File: src/rtl/oal_pkg.sv
`default_nettype none

package oal_pkg;

    localparam logic [2:0] REQ_INS_AT    = 3'd0;
    localparam logic [2:0] REQ_INS_FRONT = 3'd1;
    localparam logic [2:0] REQ_INS_REAR  = 3'd2;
    localparam logic [2:0] REQ_DELETE    = 3'd3;
    localparam logic [2:0] REQ_SEARCH    = 3'd4;
    localparam logic [2:0] REQ_READ      = 3'd5;

    localparam logic [1:0] ST_OK       = 2'd0;
    localparam logic [1:0] ST_FULL     = 2'd1;
    localparam logic [1:0] ST_BADPOS   = 2'd2;
    localparam logic [1:0] ST_NOTFOUND = 2'd3;

    localparam int unsigned DATA_W = 32;
    localparam int unsigned POS_W  = 9;
    localparam int unsigned REQ_W  = 3;
    localparam int unsigned STAT_W = 2;

    typedef enum logic [3:0] {
        S_IDLE,
        S_DECODE,
        S_UP_SHIFT,
        S_UP_DRAIN,
        S_UP_WRITE,
        S_SCAN,
        S_DN_SHIFT,
        S_DN_DRAIN,
        S_RESP
    } t_state;

    typedef struct packed {
        logic        load;
        logic        init_up;
        logic        init_dn;
        logic        init_scan;
        logic        step_up;
        logic        step_dn;
        logic        scan_rd;
        logic        rd_pos;
        logic        wr_new;
        logic        cnt_inc;
        logic        cnt_dec;
        logic        st_we;
        logic [1:0]  st_code;
        logic        respond;
    } t_dp_cmd;

    typedef struct packed {
        logic [2:0]  req;
        logic        full;
        logic        ins_bad;
        logic        rd_bad;
        logic        hit;
        logic        scan_end;
        logic        cmp_busy;
        logic        up_more;
        logic        dn_more;
    } t_dp_sts;

endpackage

`default_nettype wire

File: src/rtl/oal_ctrl.sv
`default_nettype none

module oal_ctrl (
    input  wire logic             i_clk,
    input  wire logic             i_rst_n,
    input  wire logic             start,
    output logic                  busy,
    input  wire oal_pkg::t_dp_sts i_sts,
    output oal_pkg::t_dp_cmd      o_cmd
);

    import oal_pkg::*;

    t_state r_state;
    t_state n_state;

    logic is_insert;

    assign is_insert = (i_sts.req == REQ_INS_AT) || (i_sts.req == REQ_INS_FRONT) ||
                       (i_sts.req == REQ_INS_REAR);
    assign busy = (r_state != S_IDLE);

    always_ff @(posedge i_clk) begin
        if (!i_rst_n) begin
            r_state <= S_IDLE;
        end else begin
            r_state <= n_state;
        end
    end

    always_comb begin
        n_state = r_state;
        unique case (r_state)
            S_IDLE: begin
                if (start) begin
                    n_state = S_DECODE;
                end
            end
            S_DECODE: begin
                if (is_insert) begin
                    n_state = (i_sts.full || i_sts.ins_bad) ? S_RESP : S_UP_SHIFT;
                end else if ((i_sts.req == REQ_DELETE) || (i_sts.req == REQ_SEARCH)) begin
                    n_state = S_SCAN;
                end else begin
                    n_state = S_RESP;
                end
            end
            S_UP_SHIFT: begin
                if (!i_sts.up_more) begin
                    n_state = S_UP_DRAIN;
                end
            end
            S_UP_DRAIN: n_state = S_UP_WRITE;
            S_UP_WRITE: n_state = S_RESP;
            S_SCAN: begin
                if (i_sts.hit) begin
                    n_state = (i_sts.req == REQ_DELETE) ? S_DN_SHIFT : S_RESP;
                end else if (i_sts.scan_end && !i_sts.cmp_busy) begin
                    n_state = S_RESP;
                end
            end
            S_DN_SHIFT: begin
                if (!i_sts.dn_more) begin
                    n_state = S_DN_DRAIN;
                end
            end
            S_DN_DRAIN: n_state = S_RESP;
            S_RESP:     n_state = S_IDLE;
            default:    n_state = S_IDLE;
        endcase
    end

    always_comb begin
        o_cmd = '0;
        o_cmd.st_code = ST_OK;
        unique case (r_state)
            S_IDLE: begin
                o_cmd.load = start;
            end
            S_DECODE: begin
                o_cmd.st_we = 1'b1;
                if (is_insert) begin
                    if (i_sts.full) begin
                        o_cmd.st_code = ST_FULL;
                    end else if (i_sts.ins_bad) begin
                        o_cmd.st_code = ST_BADPOS;
                    end else begin
                        o_cmd.init_up = 1'b1;
                    end
                end else if ((i_sts.req == REQ_DELETE) || (i_sts.req == REQ_SEARCH)) begin
                    o_cmd.init_scan = 1'b1;
                end else if (i_sts.req == REQ_READ) begin
                    if (i_sts.rd_bad) begin
                        o_cmd.st_code = ST_BADPOS;
                    end else begin
                        o_cmd.rd_pos = 1'b1;
                    end
                end
            end
            S_UP_SHIFT: begin
                o_cmd.step_up = i_sts.up_more;
            end
            S_UP_DRAIN: begin
            end
            S_UP_WRITE: begin
                o_cmd.wr_new  = 1'b1;
                o_cmd.cnt_inc = 1'b1;
            end
            S_SCAN: begin
                if (i_sts.hit) begin
                    o_cmd.init_dn = 1'b1;
                end else if (i_sts.scan_end) begin
                    if (!i_sts.cmp_busy) begin
                        o_cmd.st_we   = 1'b1;
                        o_cmd.st_code = ST_NOTFOUND;
                    end
                end else begin
                    o_cmd.scan_rd = 1'b1;
                end
            end
            S_DN_SHIFT: begin
                o_cmd.step_dn = i_sts.dn_more;
            end
            S_DN_DRAIN: begin
                o_cmd.cnt_dec = 1'b1;
            end
            S_RESP: begin
                o_cmd.respond = 1'b1;
            end
            default: begin
            end
        endcase
    end

endmodule

`default_nettype wire

File: config.mk
export PLATFORM = sky130hd
export DESIGN_NAME = oal_ctrl
export DESIGN_NICKNAME = d
export VERILOG_FILES = /design/src/rtl/oal_pkg.sv /design/src/rtl/oal_ctrl.sv
export SDC_FILE = /design/constraint.sdc
export NUM_CORES = 1
export LEC_CHECK = 0
export BUFFER_PORTS_ARGS = -buffer_cell sky130_fd_sc_hd__buf_2
export CAP_MARGIN = 20
export CORE_MARGIN = 2
export CORE_UTILIZATION = 36
export CTS_CLUSTER_SIZE = 25
export DETAILED_ROUTE_END_ITERATION = 8
export PLACE_DENSITY_LB_ADDON = 0.25
export SLEW_MARGIN = 20
export SYNTH_ARGS = -nofsm -noshare
export SYNTH_HDL_FRONTEND = slang
export SYNTH_SLANG_ARGS = --single-unit
File: constraint.sdc
create_clock -name i_clk -period 1.6 [get_ports i_clk]
set_input_delay 0.16 -clock i_clk [delete_from_list [all_inputs] [get_ports i_clk]]
set_output_delay 0.16 -clock i_clk [all_outputs]
set_load 0.005 [all_outputs]
# Word level (Yosys, flattened, before mapping)
# Index checks and enable logic that the tools add are counted.
# word_totals
register_bits,4
input_bits,14
elab_cells,72
out_inout_bits,16
# classes
n_reduce_logical,11
mux,43
n_eq_ne,17
# ops
operator,n
$mux 4,9
$pmux 4 s7,1
$mux 1,22
$eq 4x3->1 const B,4
$mux 2,7
$mux 3,3
$eq 4x2->1 const B,2
$eq 3x2->1 const B,2
$eq 3x3->1 const B,2
$ne 2x2->1 const B,3
$pmux 3 s2,1
$eq 4x1->1 const B,1
$eq 4x4->1 const B,1
$logic_not 4->1,1
$logic_or 1x1->1,4
$reduce_and 4->1,1
$reduce_bool 4->1,1
$eq 3x1->1 const B,1
$logic_not 3->1,1
$ne 3x3->1 const B,1
$reduce_or 2->1,1
$logic_and 1x1->1,1
$logic_not 1->1,1

# Depth between registers and ports, before layout
# logic_depth
word_depth,5
ltp_mapped,5
mapped_depth_nobuf,4

# Least setup slack after synthesis
# OpenSTA, ideal clock, no wires.
# synth_timing
path_kind,reg2out
from,reg r_state[2]
to,out o_cmd[1] (netlist name)
arrival_ns,1.494
stages_incl_launch_ff,5
n_path_buf,1
path_slack_ns,-0.054
required_time_ns,1.440
cell_sequence,dfxtp_1 -> buf_6 -> or4b_4 -> or3b_4 -> o21ai_1
# synth_lines
item,line_no,text
"start, declared",oal_ctrl.sv:14,t_state r_state;
"start signal, assigned",oal_ctrl.sv:27,r_state <= n_state;
"end, declared",oal_ctrl.sv:9,output oal_pkg::t_dp_cmd o_cmd

==> results.yml <==
outcome:
  status: "finished with violations"
  violations: "setup timing"
cells_and_area:
  syn_to_final_growth_pct: 60.05
  num-nets-final: 123
  finalNonFillerCells: 122
  top_register: "r_state"
  reg_top3: "r_state (4)"
  antenna_cells: 0
  drive_above_1_share_pct: 52.34
  largest_reg_flops: 4
  nFillCells: 130
global_route:
  grt_pass1_wl_mm: 2.242
  gr-total-overflow: 0
  antenna_found_initial: 0
  grt_pass1_vias: 544
  grt_max_degree: 11
  grtUsageTotal_pct: 20.94
clocking:
  cts_tree: "built"
  cts_buffers: 3
  hold_buffers: 0
  clkSlewWorstSetupHoldPaths_ns: 0.04
  clock_latency_ns: 0.23
  clock_sinks: 4
  cts_buffer_depth: 2
  cts_max_level: 1
  root_buffer: "clkbuf_4"
min_path:
  holdPathStages: 3
  hold_start: "i_rst_n"
  whs_endpoint: "r_state[0]"
  holdCritPathClass: "primary input to flip-flop"
synth:
  synth.distinct_cells: 36
  synth_seq_cells: 4
  syn_avg_cell_area_sq_um: 6.955
  netlist_area_sq_um: 473.0
  yosysWarnings: 0
  yosys.area.top_type: "dfxtp_1"
  yosys.area.top_type_share_pct: 16.93
  ys_seq_area_share_pct: 16.93
  syn_inst: 68
  synth.area.top_cells: "dfxtp_1, and3_1, nor2_1, nand2b_1, a21oi_1"
  syn_nets: 82
timing:
  drv_slew: 0
  worst_pin_slew_ns: 0.4112
  relSlewSlack_pct: 72.24
  rsz0062_at_grt: "yes"
  layout_min_cycle_time_ns: 1.882
  worst_slack_ns: -0.2825
  timing.final.crit_share_pct: 117.7
  hold_violations: 0
  clock.fmax_mhz: 531.2
  setup_viol: 7
  skew_ns: 0.0004531
critical_path:
  r2r-end: "r_state[1]"
  crit_fanout: 3
  end_kind: "output pin"
  crit_arrival_ns: 1.72
  r2r_start: "r_state[3]"
  r2r_setup_slack_ns: -0.03
  critPathLaunchType: "flip-flop"
  worstSetupPathType: "flip-flop to output pin"
  r2r_cells: 5
  cp_data_required_time_ns: 1.44
drt:
  drt_pass1_iterations: 4
  drt_iter0_markers: 8
  drt_wl_total_mm: 1.422
  drc: 0
  via_count: 628
  viasPerCell: 5.148
  final_antenna_net_count: 0
  routedWlPerCell_um: 11.66
power_and_ir_drop:
  p_per_area_mw_per_mm2: 523.1
  peakVddDrop_mv: 0.3575
  p_leak_nw: 0.4016
die:
  dieArea_sq_mm: 0.001620
  start_util_pct: 37.28
  core_area_sq_mm: 0.001269
  num_rows: 13
  num_io_pins: 30
  die_x_um: 40.25
  dieHeight_um: 40.25
place:
  dp_cells: 117
  hpwl_mm: 1.110
  preCtsSetupSlack_ns: -0.03878
  port_buffers: 29
  gp_congestion: 0.8711
flow_run:
  cap_violations: 0
==> worst max-delay path by stage <==
stage / start / endpoint / depth (start not counted)
detailed placement: r_state[0] / o_cmd[1] / 4
global route: r_state[3] / o_cmd[1] / 4
CTS: r_state[3] / o_cmd[1] / 4
global placement: r_state[0] / o_cmd[1] / 4
floorplan: r_state[2] / o_cmd[1] / 4
finish: r_state[3] / o_cmd[1] / 4
==> kinds of logic (layout without fill, tap and decap cells) <==
family / count (synthesis) / in the layout / share of synthesized area (%)
AND/OR/NAND/NOR: 38 / 38 / 48.68
XOR/XNOR: 1 / 1 / 1.852
AO/OA/AOI/OAI: 16 / 16 / 22.75
flip-flops: 4 / 4 / 16.93
buffers and inverters: 9 / 48 / 9.787
==> cells in the mapped netlist, drive strengths merged <==
cell,count
clkbuf,1
nand3b,1
a2111oi,1
nor3b,1
a2bb2oi,1
nand2b,4
or3b,3
nor2,8
or3,1
a211oi,1
xor2,1
nand2,5
nor3,2
and3,5
o22ai,1
dfxtp,4
o32ai,1
o21ai,3
a21oi,4
inv,5
buf,3
o311ai,1
nor2b,2
and2,1
or4b,1
a31oi,1
o31a,1
a221oi,1
nor4,3
or2,1
==> area by class of cell <==
| class | instances | area (sq um) | area share [%] |
|---|---|---|---|
| flip-flops and latches | 4 | 82.58 | 10.91 |
| well taps | 15 | 18.77 | 2.479 |
| clock buffers | 3 | 22.52 | 2.975 |
| inverters | 5 | 18.77 | 2.479 |
| repair buffers | 40 | 231.5 | 30.58 |
| multi-input cells | 55 | 382.9 | 50.58 |
==> cell usage in the layout, fill, tap and decap left out, types with 3 or more instances in the layout <==
master,synthesis,layout
clkbuf_4,0,3
nand2b_1,4,4
nand2_1,5,5
buf_2,1,29
a21oi_1,4,3
and3_1,5,5
nor2_1,7,7
inv_1,5,5
buf_4,1,10
==> report_power, final <==
part	internal, W	total (W)	switching (W)	leakage [nW]
logic	0.0000814	0.000157	0.0000756	0.354
registers	0.000107	0.000114	0.00000617	0.0333
clock network	0.0000839	0.000125	0.0000414	0.0138
total	0.000273	0.000396	0.000123	0.402
==> worst max-delay path, cell delays in order (launching register included) <==
cell and delay [ns]:
dfxtp_2 0.31, or4b_4 0.53, or3b_4 0.42, o21ai_2 0.11
buf_2 0.11
==> metrics by stage <==
step | instance area [sq um] | hold WS (ns) | TNS (ns) | total power (W) | utilization [%]
finish | 757.0 | 0.1844 | -1.221 | 0.0003960 | 59.66
global route | 757.0 | 0.2145 | -1.614 | 0.0004300 | 59.66
CTS | 733.2 | 0.1777 | -1.255 | 0.0003939 | 57.79
detailed placement | 680.7 | 0.4213 | -0.08170 | 0.0002585 | 53.65
global placement | 680.7 | 0.4083 | -0.05790 | 0.0002553 | 53.65
floorplan | 476.7 | 0.2686 | -0.07649 | 0.0001895 | -
==> per-layer routing <==
layer | up-vias | wire length, um | global-route usage [%]
met5 | - | 0 | 0
met4 | 0 | 10 | 10.00
met3 | 2 | 70 | 3.333
met2 | 20 | 691 | 31.85
met1 | 281 | 649 | 28.48
li1 | 325 | - | -
==> repair_timing <==
action	CTS	global route
hold endpoints to repair	0	0
pin swaps	1	2
setup buffers	2	1
resized for setup	5	4
setup endpoints to repair	6	8
Note: power is estimated with default switching activity, not from simulation.
